===== config.mk =====
export PLATFORM = sky130hd
export DESIGN_NAME = qpsk_varicode_conv_symbol_gen
export DESIGN_NICKNAME = d
export VERILOG_FILES = /design/src/rtl/qvcsg_pkg.sv /design/src/rtl/qvcsg_datapath.sv /design/src/rtl/qvcsg_ctrl.sv /design/src/rtl/qpsk_varicode_conv_symbol_gen.sv
export SDC_FILE = /design/constraint.sdc
export NUM_CORES = 1
export LEC_CHECK = 0
export ABC_AREA = 1
export BUFFER_PORTS_ARGS = -buffer_cell sky130_fd_sc_hd__buf_2
export CAP_MARGIN = 20
export CORE_MARGIN = 8
export CORE_UTILIZATION = 56
export CTS_CLUSTER_DIAMETER = 40
export CTS_CLUSTER_SIZE = 12
export DETAILED_ROUTE_END_ITERATION = 7
export PLACE_DENSITY_LB_ADDON = 0.2
export SKIP_CTS_REPAIR_TIMING = 1
export SLEW_MARGIN = 20
export SYNTH_ARGS = -nofsm -noshare
export SYNTH_HDL_FRONTEND = slang
export SYNTH_SLANG_ARGS = --single-unit

===== constraint.sdc =====
create_clock -name clk -period 4.1 [get_ports clk]
set_input_delay 0 -clock clk [delete_from_list [all_inputs] [get_ports clk]]
set_output_delay 0 -clock clk [all_outputs]
set_load 0.02 [all_outputs]

===== src/rtl/qvcsg_pkg.sv =====
// Shared types, codes and the K=5 rate-1/2 convolution table for the
// QPSK varicode symbol generator. No dependencies.
package qvcsg_pkg;

    localparam int CODEWORD_BITS_DEF = 16;
    localparam int SHIFT_BITS        = 5;
    localparam int SYMBOL_BITS       = 2;
    localparam int ACTION_BITS       = 2;

    localparam logic [ACTION_BITS-1:0] ACT_CHAR   = 2'd0;
    localparam logic [ACTION_BITS-1:0] ACT_TX_ON  = 2'd1;
    localparam logic [ACTION_BITS-1:0] ACT_TX_OFF = 2'd2;
    localparam logic [ACTION_BITS-1:0] ACT_IDLE   = 2'd3;

    localparam logic [SYMBOL_BITS-1:0] SYMBOL_ON  = 2'd2;
    localparam logic [SYMBOL_BITS-1:0] SYMBOL_OFF = 2'd0;

    typedef enum logic [1:0] {
        ST_IDLE,
        ST_FETCH,
        ST_BITS,
        ST_END
    } state_t;

    typedef enum logic [1:0] {
        PH_FETCH,
        PH_BITS,
        PH_END
    } phase_t;

    typedef struct packed {
        logic   load;
        logic   step;
        phase_t phase;
    } dp_cmd_t;

    typedef struct packed {
        logic is_char;
        logic pend_zero;
        logic rest_zero;
    } dp_status_t;

    function automatic logic [SYMBOL_BITS-1:0] conv_symbol(input logic [SHIFT_BITS-1:0] idx);
        logic [SYMBOL_BITS-1:0] sym;
        case (idx)
            5'd0:    sym = 2'd2;
            5'd1:    sym = 2'd1;
            5'd2:    sym = 2'd3;
            5'd3:    sym = 2'd0;
            5'd4:    sym = 2'd3;
            5'd5:    sym = 2'd0;
            5'd6:    sym = 2'd2;
            5'd7:    sym = 2'd1;
            5'd8:    sym = 2'd0;
            5'd9:    sym = 2'd3;
            5'd10:   sym = 2'd1;
            5'd11:   sym = 2'd2;
            5'd12:   sym = 2'd1;
            5'd13:   sym = 2'd2;
            5'd14:   sym = 2'd0;
            5'd15:   sym = 2'd3;
            5'd16:   sym = 2'd1;
            5'd17:   sym = 2'd2;
            5'd18:   sym = 2'd0;
            5'd19:   sym = 2'd3;
            5'd20:   sym = 2'd0;
            5'd21:   sym = 2'd3;
            5'd22:   sym = 2'd1;
            5'd23:   sym = 2'd2;
            5'd24:   sym = 2'd3;
            5'd25:   sym = 2'd0;
            5'd26:   sym = 2'd2;
            5'd27:   sym = 2'd1;
            5'd28:   sym = 2'd2;
            5'd29:   sym = 2'd1;
            5'd30:   sym = 2'd3;
            5'd31:   sym = 2'd0;
            default: sym = 2'd0;
        endcase
        return sym;
    endfunction

endpackage


===== src/rtl/qvcsg_datapath.sv =====
// Datapath: item holding registers, encoder shift register, codeword
// shifter and the output symbol register. Depends on qvcsg_pkg.
module qvcsg_datapath
    import qvcsg_pkg::*;
#(
    parameter int CODEWORD_BITS = CODEWORD_BITS_DEF
)
(
    input  logic                     clk,
    input  logic                     rst_n,
    input  dp_cmd_t                  cmd,
    input  logic [ACTION_BITS-1:0]   action_in,
    input  logic [CODEWORD_BITS-1:0] codeword_in,
    output dp_status_t               status,
    output logic [SYMBOL_BITS-1:0]   symbol,
    output logic                     last
);

    logic [ACTION_BITS-1:0]   action_reg;
    logic [CODEWORD_BITS-1:0] pending_reg, pending_next;
    logic [SHIFT_BITS-1:0]    shift_reg, shift_next;
    logic [SYMBOL_BITS-1:0]   sym_reg, sym_next;
    logic                     last_reg, last_next;
    logic                     is_char;
    logic                     pend_zero;
    logic                     bit_in;

    assign is_char   = (action_reg == ACT_CHAR);
    assign pend_zero = (pending_reg == '0);

    always_comb
    begin
        pending_next = pending_reg;
        sym_next     = sym_reg;
        last_next    = last_reg;
        bit_in       = 1'b0;
        case (cmd.phase)
            PH_FETCH:
            begin
                sym_next = conv_symbol(shift_reg);
                if (action_reg == ACT_TX_ON)
                begin
                    sym_next = SYMBOL_ON;
                end
                else if (action_reg == ACT_TX_OFF)
                begin
                    sym_next = SYMBOL_OFF;
                end
                last_next = !is_char || pend_zero;
            end
            PH_BITS:
            begin
                bit_in       = pending_reg[CODEWORD_BITS-1];
                pending_next = {pending_reg[CODEWORD_BITS-2:0], 1'b0};
                sym_next     = conv_symbol(shift_reg);
                last_next    = 1'b0;
            end
            PH_END:
            begin
                sym_next  = conv_symbol(shift_reg);
                last_next = 1'b1;
            end
            default:
            begin
                sym_next = sym_reg;
            end
        endcase
        shift_next = {shift_reg[SHIFT_BITS-2:0], bit_in};
    end

    always_ff @(posedge clk or negedge rst_n)
    begin
        if (!rst_n)
        begin
            shift_reg <= '0;
        end
        else if (cmd.step)
        begin
            shift_reg <= shift_next;
        end
    end

    always_ff @(posedge clk)
    begin
        if (cmd.load)
        begin
            action_reg  <= action_in;
            pending_reg <= codeword_in;
        end
        else if (cmd.step)
        begin
            pending_reg <= pending_next;
        end
        if (cmd.step)
        begin
            sym_reg  <= sym_next;
            last_reg <= last_next;
        end
    end

    assign status.is_char   = is_char;
    assign status.pend_zero = pend_zero;
    assign status.rest_zero = (pending_reg[CODEWORD_BITS-2:0] == '0);
    assign symbol           = sym_reg;
    assign last             = last_reg;

endmodule


===== src/rtl/qvcsg_ctrl.sv =====
// Controller: sequences the fetch, codeword-bit and ending-zero symbols
// and owns the input ready and output valid. Depends on qvcsg_pkg.
module qvcsg_ctrl
    import qvcsg_pkg::*;
(
    input  logic       clk,
    input  logic       rst_n,
    input  logic       in_valid,
    output logic       in_ready,
    output logic       out_valid,
    input  logic       out_ready,
    input  dp_status_t status,
    output dp_cmd_t    cmd
);

    state_t state_reg, state_next;
    logic   out_valid_reg, out_valid_next;
    logic   slot_free;

    // The output register can take a new symbol when empty or being drained.
    assign slot_free = !out_valid_reg || out_ready;

    always_ff @(posedge clk or negedge rst_n)
    begin
        if (!rst_n)
        begin
            state_reg     <= ST_IDLE;
            out_valid_reg <= 1'b0;
        end
        else
        begin
            state_reg     <= state_next;
            out_valid_reg <= out_valid_next;
        end
    end

    always_comb
    begin
        state_next = state_reg;
        cmd.load   = 1'b0;
        cmd.step   = 1'b0;
        cmd.phase  = PH_FETCH;
        in_ready   = 1'b0;
        case (state_reg)
            ST_IDLE:
            begin
                in_ready = 1'b1;
                if (in_valid)
                begin
                    cmd.load   = 1'b1;
                    state_next = ST_FETCH;
                end
            end
            ST_FETCH:
            begin
                cmd.phase = PH_FETCH;
                if (slot_free)
                begin
                    cmd.step   = 1'b1;
                    state_next = (!status.is_char || status.pend_zero) ? ST_IDLE : ST_BITS;
                end
            end
            ST_BITS:
            begin
                cmd.phase = PH_BITS;
                if (slot_free)
                begin
                    cmd.step = 1'b1;
                    // advance to the ending zero once the last set bit leaves
                    if (status.rest_zero)
                    begin
                        state_next = ST_END;
                    end
                end
            end
            ST_END:
            begin
                cmd.phase = PH_END;
                if (slot_free)
                begin
                    cmd.step   = 1'b1;
                    state_next = ST_IDLE;
                end
            end
            default:
            begin
                state_next = ST_IDLE;
            end
        endcase
        out_valid_next = cmd.step || (out_valid_reg && !out_ready);
    end

    assign out_valid = out_valid_reg;

endmodule


===== src/rtl/qpsk_varicode_conv_symbol_gen.sv =====
// Top level of the QPSK varicode symbol generator: joins the controller
// and the datapath. Depends on qvcsg_pkg, qvcsg_ctrl and qvcsg_datapath.
//
// Input channel s_axis: tuser carries the action (character, transmit on,
// transmit off, toggle/idle), tdata the left-aligned varicode codeword.
// Output channel m_axis: tdata carries one 2-bit QPSK symbol, tlast marks
// the final symbol caused by an input item.
// An item is taken while the block is idle; symbols then leave at one
// per cycle, while the receiver accepts them, through a single output
// register, so the first symbol enters that register from the fetch state
// that follows the input transfer. A character item with a nonzero
// codeword of set-bit span n gives n + 2 symbols (at most CODEWORD_BITS + 2);
// other items give one symbol. The symbol sequencer in the controller sets
// these counts. The next input is taken while the final symbol still waits in
// the output register. When the receiver stalls, the symbol is held and the
// sequencer waits. Reset clears the encoder shift register and the output
// valid, and returns the sequencer to idle.
module qpsk_varicode_conv_symbol_gen
    import qvcsg_pkg::*;
#(
    parameter int CODEWORD_BITS = CODEWORD_BITS_DEF,
    localparam int IN_DATA_BITS = ((CODEWORD_BITS + 7) / 8) * 8
)
(
    input  logic                    clk,
    input  logic                    rst_n,
    input  logic                    s_axis_tvalid,
    output logic                    s_axis_tready,
    input  logic [IN_DATA_BITS-1:0] s_axis_tdata,   // codeword, zero padding
    input  logic [ACTION_BITS-1:0]  s_axis_tuser,   // action
    output logic                    m_axis_tvalid,
    input  logic                    m_axis_tready,
    output logic [7:0]              m_axis_tdata,   // symbol, zero padding
    output logic                    m_axis_tlast
);

    dp_cmd_t                cmd;
    dp_status_t             status;
    logic [SYMBOL_BITS-1:0] symbol;

    qvcsg_ctrl u_ctrl (
        .clk       (clk),
        .rst_n     (rst_n),
        .in_valid  (s_axis_tvalid),
        .in_ready  (s_axis_tready),
        .out_valid (m_axis_tvalid),
        .out_ready (m_axis_tready),
        .status    (status),
        .cmd       (cmd)
    );

    qvcsg_datapath #(
        .CODEWORD_BITS (CODEWORD_BITS)
    ) u_datapath (
        .clk         (clk),
        .rst_n       (rst_n),
        .cmd         (cmd),
        .action_in   (s_axis_tuser),
        .codeword_in (s_axis_tdata[CODEWORD_BITS-1:0]),
        .status      (status),
        .symbol      (symbol),
        .last        (m_axis_tlast)
    );

    assign m_axis_tdata = {{(8 - SYMBOL_BITS){1'b0}}, symbol};

endmodule

* After elaboration in Yosys (flattened, before gate mapping) *
Memory sizes are Yosys's and may differ from the RTL's.
Cells that the tools add are included.

word-level totals
  register bits after elaboration = 29
  bits in latches = 0
  memory bits (writable) = 0
  bits in read-only memories = 192
  input port bits = 22
  output and inout port bits = 11
  logic and storage cells = 60
  memories kept = 3

memories
  name              depth  width  rd ports  clocked after memory_dff  write ports  RTL line         RTL
  (name not given)  32     2      1         0                         0            qvcsg_pkg.sv:45  case (idx)
  (name not given)  32     2      1         0                         0            qvcsg_pkg.sv:45
  (name not given)  32     2      1         0                         0            qvcsg_pkg.sv:45

cells by class
  add/sub/neg operators = 0
  multipliers = 0
  div/mod/pow operators = 0
  magnitude comparators = 0
  eq/ne operators = 12
  shifts and indexed selects = 0
  muxes and demuxes = 20
  bitwise logic cells = 0
  reduce and logical (&&, ||, !) cells = 18

operators with widths
  cell                                           count
  2-to-1 mux 16 bit                              3
  zero test 16 bit                               1
  2-to-1 mux 2 bit                               8
  zero test 15 bit                               1
  case mux 3 bit (3 select lines)                1
  == test 2 bit, second input constant           4
  case mux 2 bit (4 select lines)                1
  == test 2 x 1 -> 1 bit, second input constant  3
  zero test 2 bit                                3
  != test 2 x 1 -> 1 bit, second input constant  3
  case mux 2 bit (3 select lines)                1
  2-to-1 mux 1 bit                               5
  AND reduction 5 bit                            1
  != test 2 bit, second input constant           2
  AND reduction 2 bit                            2
  nonzero test 2 bit                             2
  zero test 1 bit                                3
  logical OR 1 bit                               3
  case mux 1 bit (3 select lines)                1
  nonzero test 3 bit                             1
  logical AND 1 bit                              1

* Logic depth before layout (Yosys ltp) *
  word-level depth = 8
  gate-level depth with buffers = 10
  gate-level depth less buffers = 10

* Cells and area by module *
From an unflattened synthesis, not the netlist that was laid out.

second synthesis, totals
  cells, all modules = 179
  area, all modules = 1556.5 um^2

modules (own cells, without submodules)
  module                         instances  cells each  area each (um^2)  seq. area each (um^2)
  qvcsg_datapath                 1          143         1301.2            755.7
  qvcsg_ctrl                     1          29          206.4             75.1
  qpsk_varicode_conv_symbol_gen  1          7           48.8              0.0

* Least setup slack after synthesis *
Ideal clock, no wire load.

  path type = register -> register
  start point = register u_ctrl.state_reg[0]
  end point = register u_datapath.pending_reg[0] (enable)
  library setup time = 0.372 ns
  arrival time = 1.374 ns
  required time = 3.728 ns
  slack = 2.354 ns
  cell stages (with the launch flop) = 5
  path buffers = 1
  clock period less this slack = 1.746 ns
  cells stage by stage = dfrtp_1 -> nor2_4 -> nand2_4 -> buf_2 -> nand2_1

between the ends
  word-level cells in the longest chain between the ends = 5
  elaborated cells on any way between the ends = 10
  those cells by class = eq/ne: 4; mux: 2; reduce/logical: 4

ends and longest elaborated chain
  what                                                     RTL line              RTL
  start: declaration                                       qvcsg_ctrl.sv:16      state_t state_reg, state_next;
  start signal: assignment                                 qvcsg_ctrl.sv:32      state_reg <= state_next;
  == test 2 bit or == test 2 x 1 -> 1 bit (tied branches)  qvcsg_ctrl.sv:44      case (state_reg)
  case mux 3 bit (3 select lines)                          qvcsg_ctrl.sv:44
  == test 2 x 1 -> 1 bit                                   qvcsg_datapath.sv:37  case (cmd.phase)
  nonzero test 2 bit (no source line)                      --
  AND reduction 2 bit (no source line) *                   --
  end signal: assignment                                   qvcsg_datapath.sv:88  pending_reg <= codeword_in;
  end signal: assignment                                   qvcsg_datapath.sv:92  pending_reg <= pending_next;
  end: declaration                                         qvcsg_datapath.sv:20  logic [CODEWORD_BITS-1:0] pending_reg, pending_next;

Every way passes the cells marked *; elsewhere a longest branch is shown, timed or not.
A chain may end at the register's enable or synchronous reset.

* Worst setup path after layout *
  start point = register u_ctrl.state_reg[0]
  end point = register u_datapath.pending_reg[7] (enable)

Same word-level chain as after synthesis.

==> run_results.csv <==
group,metric,value,unit
outcome,run_status,"finished, violations left",
outcome,violations,"hold timing",
cells_and_area,fin_util,74.43,%
synth,yosysTopAreaCell,"edfxtp_1",
power_and_ir_drop,peakVddDrop,0.4734,mV
clocking,worstSkewPairLatency,320,ps
detailed_routing,ant_nets,0,
grt,grt.total_usage,13.11,%
floorplanning,die_x,66.36,um
detailed_routing,first_iter_violations,51,
placement,place_congestion,0.7467,
sta,relSlewSlack,57.20,%
grt,grt_pass1_vias,1052,
detailed_routing,drcViolationCount,0,
detailed_routing,wl,2.872,mm
setup_path,rr_startpoint,"u_ctrl.state_reg[0]$_DFFE_PN0P_",
cells_and_area,area_growth,27.49,%
synth,yosys.area_share.simple,26.52,%
placement,placed_area,1545,sq um
setup_path,cp_max_fo,18,
setup_path,startpoint,"u_ctrl.state_reg[0]$_DFFE_PN0P_",
clocking,cts_tree,"yes",
cells_and_area,largest_register_ffs,16,
grt,antenna_found_initial,0,
flow_run,maxCapViolCount,0,
cells_and_area,fill_cells,175,
synth,avgSynthCellArea,9.103,sq um
power_and_ir_drop,power.density,646.8,nW/um^2
setup_path,worstSetupPathType,"reg2reg",
synth,synthXorXnorAreaFrac,3.084,%
power_and_ir_drop,leakage,0.0008667,uW
cells_and_area,multi_input_area,488.0,sq um
synth,synth_compound_area_share,2.291,%
clocking,cts-root-buf,"clkbuf_4",
synth,yosysWarnings,0,
setup_path,cp.required,4060,ps
setup_path,rr_worst_depth,3,
floorplanning,die-height,66.36,um
sta,slew_violations,0,
grt,grt.overflow.total,0,
cells_and_area,drive_above_1_share,19.02,%
detailed_routing,vias,1115,
hold_path,min_path_type,"in2reg",
cells_and_area,stdcell_area,1810,sq um
setup_path,cp.arrival,1720,ps
cells_and_area,n_antenna_cell,0,
placement,port_buffers,26,
synth,synth_area,1420,sq um
cells_and_area,final_nets,227,
clocking,numClockSinks,29,
placement,dp_slack,2334,ps
sta,fmax,568.1,MHz
floorplanning,row_count,18,
detailed_routing,drt-wirelength-per-cell,12.22,um
sta,fin_crit,1760,ps
clocking,path_clk_slew,90,ps
sta,worst_pin_slew,640.5,ps
hold_path,min_from,"s_axis_tdata[0]",
synth,ys_seq_area_share,58.50,%
hold_path,hold_depth,3,
cells_and_area,seqCellArea,830.8,sq um
floorplanning,ios,33,
sta,clock_skew,7.158,ps
synth,synthCells,156,
grt,grt_pass1_wl,4.388,mm
synth,synth_top_area_share,44.41,%
synth,synth.distinct_cells,20,
synth,synth_seq_cells,29,
detailed_routing,vias_per_cell,4.745,
setup_path,cp-end-kind,"flop",
synth,synth_top_family_by_area,"simple AND/OR/NAND/NOR gates",
sta,rsz0062_at_grt,"false",
setup_path,cp-start-kind,"flop",
sta,finalSetupViolCount,0,
grt,grt_max_degree,19,
floorplanning,die-area,4403,sq um
clocking,cts_max_level,2,
placement,hpwlAfterDp,1.965,mm
sta,final.setup.tns,0,ps
floorplanning,start_util,58.38,%
detailed_routing,drtPass1Iterations,4,
setup_path,r2r_slack,2340,ps
clocking,clk_path_buf_depth,2,
synth,synthTopCellsByArea,"edfxtp_1, nand2_1, dfrtp_1",
floorplanning,fp.coreArea,2432,sq um
sta,timing.final.crit_share,42.93,%
sta,setup_slack,2340,ps
sta,finalHoldViolCount,1,
sta,hold_slack,-7.515,ps
clocking,cts_buffers,5,
synth,synthMuxAreaShare,0,%
synth,synth_fa_ha_area_share,0.8811,%
==> critical path: stages, from the launching register on <==
cell and delay, ps:
dfrtp_1 480, nor2_4 200, nand2_4 170, nand2_1 530
==> kinds of logic (layout without fill, tap and decap cells) <==
family / Yosys count / count (layout)
other cells: 1 / 6
flops: 29 / 29
buf+inv: 23 / 67
xor+xnor: 5 / 5
fa+ha+maj: 1 / 1
compound gates: 6 / 6
simple gates: 91 / 91
==> synth_stat cells <==
master / number
buf_2: 1
buf_4: 6
buf_6: 1
conb_1: 1
dfrtp_1: 8
edfxtp_1: 21
ha_1: 1
inv_1: 14
inv_4: 1
nand2_1: 62
nand2_2: 2
nand2_4: 1
nand3_1: 3
nor2_1: 18
nor2_4: 2
nor3_1: 3
o21ai_0: 5
o21bai_1: 1
xnor2_1: 4
xor2_1: 1
==> routing by layer <==
metal  track usage, %  routed length (um)
met2            21.71                1473
met4            7.733                  47
met5                0                   0
met1            14.10                1153
met3            4.576                 198
==> worst paths after layout <==
| kind | to |
|---|---|
| worst max-delay path | u_datapath.pending_reg[7]$_DFFE_PP_ |
| worst min-delay path | u_datapath.pending_reg[0]$_SDFFCE_PN0P_ |
| worst min register to register | u_datapath.shift_reg[2]$_DFFE_PN0P_ |
| worst max register to register | u_datapath.pending_reg[7]$_DFFE_PP_ |
| min in group asynchronous | u_ctrl.out_valid$_DFF_PN0_ |
| max in group asynchronous | u_datapath.shift_reg[3]$_DFFE_PN0P_ |
==> cell type report <==
class	instances	area share, %
repair buffers	44	17.14
inverters	15	3.248
flip-flops and latches	29	45.89
well taps	30	2.073
multi-input cells	109	26.95
clock inverters	1	1.659
clock buffers	7	3.041
==> power by group <==
part | total, uW | internal (uW) | switching (uW)
clock network | 243 | 146 | 97.8
logic | 405 | 141 | 265
registers | 522 | 460 | 62.0
==> per-stage QoR <==
stage	total power [uW]	cells
floorplan	826.1	161
finish	1171	235
global placement	904.0	209
CTS	1166	217
detailed placement	921.6	209
global route	1253	235
==> layout by cell type, fill, tap and decap left out <==
cell / n
nand2_1: 62
buf_2: 26
edfxtp_1: 21
nor2_1: 18
dlygate4sd3_1: 18
inv_1: 14
dfrtp_1: 8
conb_1: 6
o21ai_0: 5
clkbuf_4: 5
xnor2_1: 4
nor3_1: 3
nand3_1: 3
nor2_4: 2
nand2_2: 2
nand2_4: 1
inv_4: 1
xor2_1: 1
o21bai_1: 1
ha_1: 1
clkbuf_1: 1
clkbuf_8: 1
bufinv_16: 1
(Power assumes the default switching activity.)
